===== config.mk =====
export PLATFORM = sky130hd
export DESIGN_NAME = dpd_ram
export DESIGN_NICKNAME = d
export VERILOG_FILES = /design/src/rtl/dpd_ram.sv
export SDC_FILE = /design/constraint.sdc
export NUM_CORES = 1
export LEC_CHECK = 0
export BUFFER_PORTS_ARGS = -buffer_cell sky130_fd_sc_hd__buf_2
export CAP_MARGIN = 20
export CORE_UTILIZATION = 50
export CTS_CLUSTER_DIAMETER = 40
export DETAILED_ROUTE_END_ITERATION = 12
export GPL_ROUTABILITY_DRIVEN = 0
export PLACE_DENSITY_LB_ADDON = 0.15
export RECOVER_POWER = 50
export REMOVE_ABC_BUFFERS = 1
export SETUP_SLACK_MARGIN = 0.1
export SLEW_MARGIN = 0
export SYNTH_ARGS = -nofsm -noshare
export SYNTH_HDL_FRONTEND = slang
export SYNTH_SLANG_ARGS = --single-unit

===== constraint.sdc =====
create_clock -name clock -period 1.4 [get_ports clock]
set_input_delay 0.07 -clock clock [delete_from_list [all_inputs] [get_ports clock]]
set_output_delay 0.07 -clock clock [all_outputs]
set_load 0.02 [all_outputs]

===== src/rtl/dpd_ram.sv =====
`timescale 1ns / 1ps
module dpd_ram #(
   parameter int WIDTH = 8,
   parameter int DEPTH = 16
) (
   input  logic                     clock,
   input  logic                     wr_en,
   input  logic [$clog2(DEPTH)-1:0] wr_addr,
   input  logic [WIDTH-1:0]         wr_data,
   input  logic                     rd_en,
   input  logic [$clog2(DEPTH)-1:0] rd_addr,
   output logic [WIDTH-1:0]         rd_data
);

   logic [WIDTH-1:0] mem_ff [DEPTH];
   logic [WIDTH-1:0] rd_data_ff;

   always_ff @(posedge clock) begin
      if (wr_en) begin
         mem_ff[wr_addr] <= wr_data;
      end
      if (rd_en) begin
         rd_data_ff <= mem_ff[rd_addr];
      end
   end

   assign rd_data = rd_data_ff;

endmodule


==> results.yml, run 1 <==
synth:
  synth-seq-cells: 136
  synth_top_area_cell: "edfxtp_1"
  syn_area_mm2: 0.00523
  yosysWarnings: 0
  ys_types: 18
  synth_top_area_share_pct: 78.1
  synthCells: 229
  yosys-top-cells-area: "edfxtp_1 (78%), mux4_2 (7.8%), mux4_1 (7.0%)"
  ys_seq_area_share_pct: 78.1
  avgSynthCellArea_um2: 22.8
min_path:
  whs_path_depth: 3
  min_to: "mem_ff[0][2]"
  hold_start: "wr_addr[0]"
  min_path_type: "in2reg"
pwr:
  powerDensity_mw_per_mm2: 1530
  p_switching_w: 0.00178
  combPwrFrac_pct: 4.9
  power_frac_clock_pct: 47.0
  swShare_pct: 18.5
  internal_power_w: 0.00782
  p_seq_share_pct: 48.1
  ir_drop_v: 0.000786
  power_leakage_nw: 2.05
route:
  num_vias: 2426
  drcViolationCount: 0
  wl_per_cell_um: 21.2
  antenna_left: 0
  dr.pass1.iters: 4
  drt_iter0_drc: 157
  wirelength_um: 9280
  viasPerCell: 5.54
job:
  cap_violations: 0
status:
  outcome: "finished clean"
setup_path:
  startpoint_type: "flip-flop"
  worstReg2RegEnd: "rd_data[1]"
  r2r_cells: 3
  regToRegSetupSlack_ns: 0.03
  rr_startpoint: "mem_ff[5][1]"
  worst-endpoint-arrival_ns: 1.62
  path_max_fanout: 1
  crit_type: "reg2reg"
  worstSetupEndpointType: "flip-flop"
  cp.required_ns: 1.64
global_route:
  grt-ovfl-total: 0
  grt.total_usage_pct: 19.1
  grt_pass1_wl_um: 14800
  antenna_found_initial: 0
  grt_max_degree: 23
  grt_pass1_vias: 2535
final_layout:
  layout-drive-gt1-share_pct: 32.5
  antennaDiodeCount: 0
  final_nets: 313
  syn2layout_area_growth_pct: 19.9
  fillers: 704
  fin_util_pct: 63.0
cts:
  htreeDepth: 4
  worst_skew_pair.late_latency_ns: 0.50
  cts_sinks: 136
  cts.clk_slew.worst_paths_ns: 0.06
  cts_setup_buffers: 0
  cts_tree: "built"
  cts_root_buf: "clkbuf_8"
  cts_made_buffers: 17
  cts_buffer_depth: 2
die:
  dieArea_mm2: 0.0109
  die_x_um: 104
  rows: 36
  ios: 27
  core_area_mm2: 0.00995
  die_h_um: 104
  start_util_pct: 52.5
timing:
  rsz0062_at_grt: "yes"
  finalHoldViolations: 0
  period_needed_ns: 1.37
  worst_pin_slew_ns: 0.994
  fin_tns_setup_ns: 0
  timing.final.crit_share_pct: 98.0
  fmax_mhz: 729
  slew_violations: 0
  relSlewSlack_pct: 33.6
  setup_viol: 0
  skew_ns: 0.00487
placement:
  io_buffers: 26
  dp_hpwl_um: 5880
## area by class of cell
cell class / instances / area [um2] / area share, %
multi-input combinational: 83 / 1060 / 17.0
timing repair buffer: 56 / 354 / 5.65
clock buffer: 19 / 422 / 6.73
sequential: 136 / 4080 / 65.1
tap: 133 / 166 / 2.65
clock inverter: 11 / 180 / 2.87
## cell usage in the layout (no fill, tap or decap)
cell / count
a22oi_1: 5
a22oi_2: 11
and2_1: 1
and2b_1: 1
buf_12: 2
buf_2: 20
buf_4: 8
bufinv_16: 5
clkbuf_1: 19
clkbuf_16: 16
clkbuf_8: 1
clkinv_1: 2
clkinv_2: 3
clkinvlp_4: 1
dlygate4sd3_1: 9
edfxtp_1: 136
mux4_1: 1
mux4_2: 31
nand2_1: 9
nand2b_1: 2
nand3_1: 1
nand3b_1: 2
nor2_1: 13
nor2b_1: 1
nor3_1: 4
or3b_2: 1
## repair_timing
item,4_1_cts,5_1_grt
gates resized for setup,20,4
endpoints found under the setup margin,8,8
hold buffers,9,0
hold endpoints to repair,136,0
pin swaps,9,5
## critical path: stages, from the launching register on
cell and delay, ns:
edfxtp_1 0.39, mux4_2 0.46, a22oi_1 0.19, nand2_1 0.08
## cells by family after synthesis
logic type / share of synthesized area [%]
buffers and inverters: 1.65
flip-flops: 78.1
AND/OR/NAND/NOR: 3.14
multiplexers: 14.8
AO/OA/AOI/OAI: 2.30
## stage by stage
step	total power (W)	hold WS (ns)	instances	instance area, um2	worst slack, ns
after floorplan	0.00490	0.169	219	5140	-0.163
after global placement	0.00513	0.448	399	5620	-0.184
after detailed placement	0.00514	0.451	399	5620	-0.187
after CTS	0.00966	0.104	438	6300	0.0145
after global routing	0.00990	0.132	438	6270	-0.0280
final	0.00960	0.137	438	6270	0.0276
## cell usage after synthesis
cell,n
edfxtp_1,136
mux4_2,18
a22oi_1,16
mux4_1,14
nor2_1,13
nand2_1,9
nor3_1,4
buf_2,3
buf_6,3
clkdlybuf4s25_2,3
nand2b_1,2
nand3b_1,2
and2_1,1
and2b_1,1
buf_4,1
nand3_1,1
nor2b_1,1
or3b_2,1
## state kept, by name (all words and copies together) (netlist names)
signal	cells
rd_data	8
mem_ff	128
## power by group through the flow
stage / sequential, W / combinational, W / clock (W)
final: 0.00462 / 0.000472 / 0.00451
after global routing: 0.00462 / 0.000513 / 0.00476
after CTS: 0.00462 / 0.000482 / 0.00456
after detailed placement: 0.00470 / 0.000438 / 0
after global placement: 0.00469 / 0.000432 / 0
after floorplan: 0.00472 / 0.000183 / 0
## metal layers
metal	GRT usage [%]	vias up	wire, um
li1	-	1095	-
met1	27.3	1245	4290
met2	29.4	80	4450
met3	4.07	6	462
met4	7.04	0	80
met5	0	-	0
## worst max-delay path by stage
| stage | from | to | slack, ns | depth (start not counted) |
|---|---|---|---|---|
| after floorplan | wr_addr[2] | mem_ff[0][0] | -0.16 | 2 |
| after global placement | rd_addr[0] | rd_data[1] | -0.18 | 5 |
| after detailed placement | rd_addr[0] | rd_data[0] | -0.19 | 5 |
| after CTS | mem_ff[6][0] | rd_data[0] | 0.01 | 3 |
| after global routing | mem_ff[0][0] | rd_data[0] | -0.03 | 3 |
| final | mem_ff[5][1] | rd_data[1] | 0.03 | 3 |
Note: power is estimated with default switching activity, not from simulation.
==> run 2, diff against run 1 <==
--- a/config.mk
+++ b/config.mk
@@ -11,7 +11,7 @@
 export CTS_CLUSTER_DIAMETER = 40
 export DETAILED_ROUTE_END_ITERATION = 12
 export GPL_ROUTABILITY_DRIVEN = 0
-export PLACE_DENSITY_LB_ADDON = 0.15
+export PLACE_DENSITY_LB_ADDON = 0.25
 export RECOVER_POWER = 50
 export REMOVE_ABC_BUFFERS = 1
 export SETUP_SLACK_MARGIN = 0.1
==> run 2 against run 1 <==
Net effect: the flow now finishes with violations (negative setup slack); cell area is 0.88% higher; fmax is 8.0% lower; hold slack worse by 0.028 ns; sequential power hardly changed; register-to-register slack worse by 0.12 ns; global-route usage is 1.5 points higher; clock power is 2% higher; critical path depth stayed put; critical endpoint is now rd_data[0]; largest cell class unchanged.
==> results.yml, run 2 (synthesized netlist as in run 1, its figures left out) <==
status:
  outcome: "finished with violations"
  violations: "negative setup slack"
timing:
  fmax_mhz: 670
  timing.final.crit_share_pct: 107
  finalHoldViolations: 0
  period_needed_ns: 1.49
  layout_setup_ws_ns: -0.0919
  worst_pin_slew_ns: 0.971
  skew_ns: 0.00626
  setup_viol: 2
  rsz0062_at_grt: "yes"
  relSlewSlack_pct: 35.1
  holdWs_ns: 0.110
  slew_violations: 0
setup_path:
  crit_type: "reg2reg"
  worst-endpoint-arrival_ns: 1.74
  regToRegSetupSlack_ns: -0.09
  rr_startpoint: "mem_ff[3][0]"
  worstSetupEndpointType: "flip-flop"
  critPathCapture: "rd_data[0]"
  crit_start: "mem_ff[3][0]"
  worstReg2RegEnd: "rd_data[0]"
  r2r_cells: 3
  cp.required_ns: 1.65
  path_max_fanout: 1
  startpoint_type: "flip-flop"
die:
  die_h_um: 104
  dieArea_mm2: 0.0109
  start_util_pct: 52.5
  core_area_mm2: 0.00995
  ios: 27
  die_x_um: 104
  rows: 36
route:
  viasPerCell: 5.68
  wirelength_um: 10200
  num_vias: 2503
  drt_iter0_drc: 252
  drcViolationCount: 0
  dr.pass1.iters: 5
  wl_per_cell_um: 23.1
  antenna_left: 0
cts:
  cts_root_buf: "clkbuf_8"
  cts_buffer_depth: 2
  cts.clk_slew.worst_paths_ns: 0.06
  worst_skew_pair.late_latency_ns: 0.51
  htreeDepth: 4
  cts_sinks: 136
  cts_made_buffers: 17
  cts_tree: "built"
final_layout:
  antennaDiodeCount: 0
  multi_input_area_mm2: 0.00105
  seq_area_mm2: 0.00408
  layout-drive-gt1-share_pct: 32.8
  fillers: 688
  top_register: "mem_ff"
  largest_register_ffs: 128
  syn2layout_area_growth_pct: 21.0
  final_nets: 314
  layout_commonest_cell: "edfxtp_1"
  stdcell_area_mm2: 0.00632
  final_cell_mix: "edfxtp_1 (136), mux4_2 (29), buf_2 (20)"
min_path:
  min_path_type: "in2reg"
job:
  cap_violations: 0
placement:
  placed_cell_area_mm2: 0.00567
  dp_hpwl_um: 6060
  io_buffers: 26
global_route:
  grt_pass1_vias: 2679
  antenna_found_initial: 0
  grt.total_usage_pct: 20.6
  grt_max_degree: 18
  grt_pass1_wl_um: 15400
  grt-ovfl-total: 0
pwr:
  power_leakage_nw: 2.08
  powerDensity_mw_per_mm2: 1530
  ir_drop_v: 0.000725
## run 2: cell count changes in the layout (fill, tap and decap cells not counted)
cell        previous run  this run
a22oi_1                5         9
a22oi_2               11         7
buf_12                 2         5
clkbuf_1              19        16
clkinv_4               0         3
clkinvlp_4             1         4
clkinv_1               2         0
clkinv_2               3         1
inv_6                  0         2
mux4_1                 1         3
mux4_2                31        29
bufinv_16              5         4
## run 2: final cells by class
type                    count  area share (%)
clock inverters            14            3.15
clock buffers              18            6.61
flip-flops and latches    136            64.6
multi-input cells          83            16.6
well taps                 133            2.63
repair buffers             57            6.43
## run 2: worst max-delay path, stage by stage, from the launching register on
cell,delay [ns]
edfxtp_1,0.35
mux4_2,0.49
a22oi_2,0.27
nand2_1,0.11
## run 2: timing repair
| item | 4_1_cts | 5_1_grt |
|---|---|---|
| buffers inserted | 0 | 0 |
| setup endpoints to repair | 8 | 8 |
| resized for setup | 16 | 2 |
| pin swaps | 11 | 1 |
| hold buffers | 9 | 0 |
| endpoints found under the hold margin | 136 | 0 |
## run 2: worst min path at each step
| stage | from | end | slack, ns | depth (start not counted) |
|---|---|---|---|---|
| floorplan | wr_data[0] | mem_ff[0][0] | 0.17 | 0 |
| global placement | rd_en | rd_data[7] | 0.45 | 1 |
| detailed placement | rd_en | rd_data[5] | 0.46 | 1 |
| CTS | wr_addr[0] | mem_ff[0][2] | 0.09 | 3 |
| global route | wr_addr[0] | mem_ff[0][2] | 0.11 | 3 |
| finish | wr_addr[0] | mem_ff[8][1] | 0.11 | 3 |
## run 2: report_power, final
group	internal (W)	switching [W]	total, W
sequential	0.00459	0.0000269	0.00462
combinational	0.000216	0.000272	0.000488
clock	0.00290	0.00167	0.00458
## run 2: per-layer routing
layer / GRT usage, % / share of wire [%] / up-vias
met1: 27.1 / 42 / 1304
met3: 5.01 / 5.8 / 6
met4: 8.37 / 1.1 / 0
met2: 33.3 / 51 / 88
met5: 0 / 0 / -
li1: - / - / 1105
## run 2: metrics by stage
| step | total power (W) | worst slack (ns) | instances | utilization, % | setup TNS (ns) |
|---|---|---|---|---|---|
| floorplan | 0.00490 | -0.163 | 219 | - | -1.30 |
| global placement | 0.00514 | -0.285 | 400 | 56.9 | -1.67 |
| detailed placement | 0.00516 | -0.344 | 400 | 56.9 | -1.79 |
| CTS | 0.00975 | -0.0498 | 441 | 63.9 | -0.0821 |
| global route | 0.00995 | -0.113 | 441 | 63.5 | -0.247 |
| finish | 0.00968 | -0.0919 | 441 | 63.5 | -0.0934 |
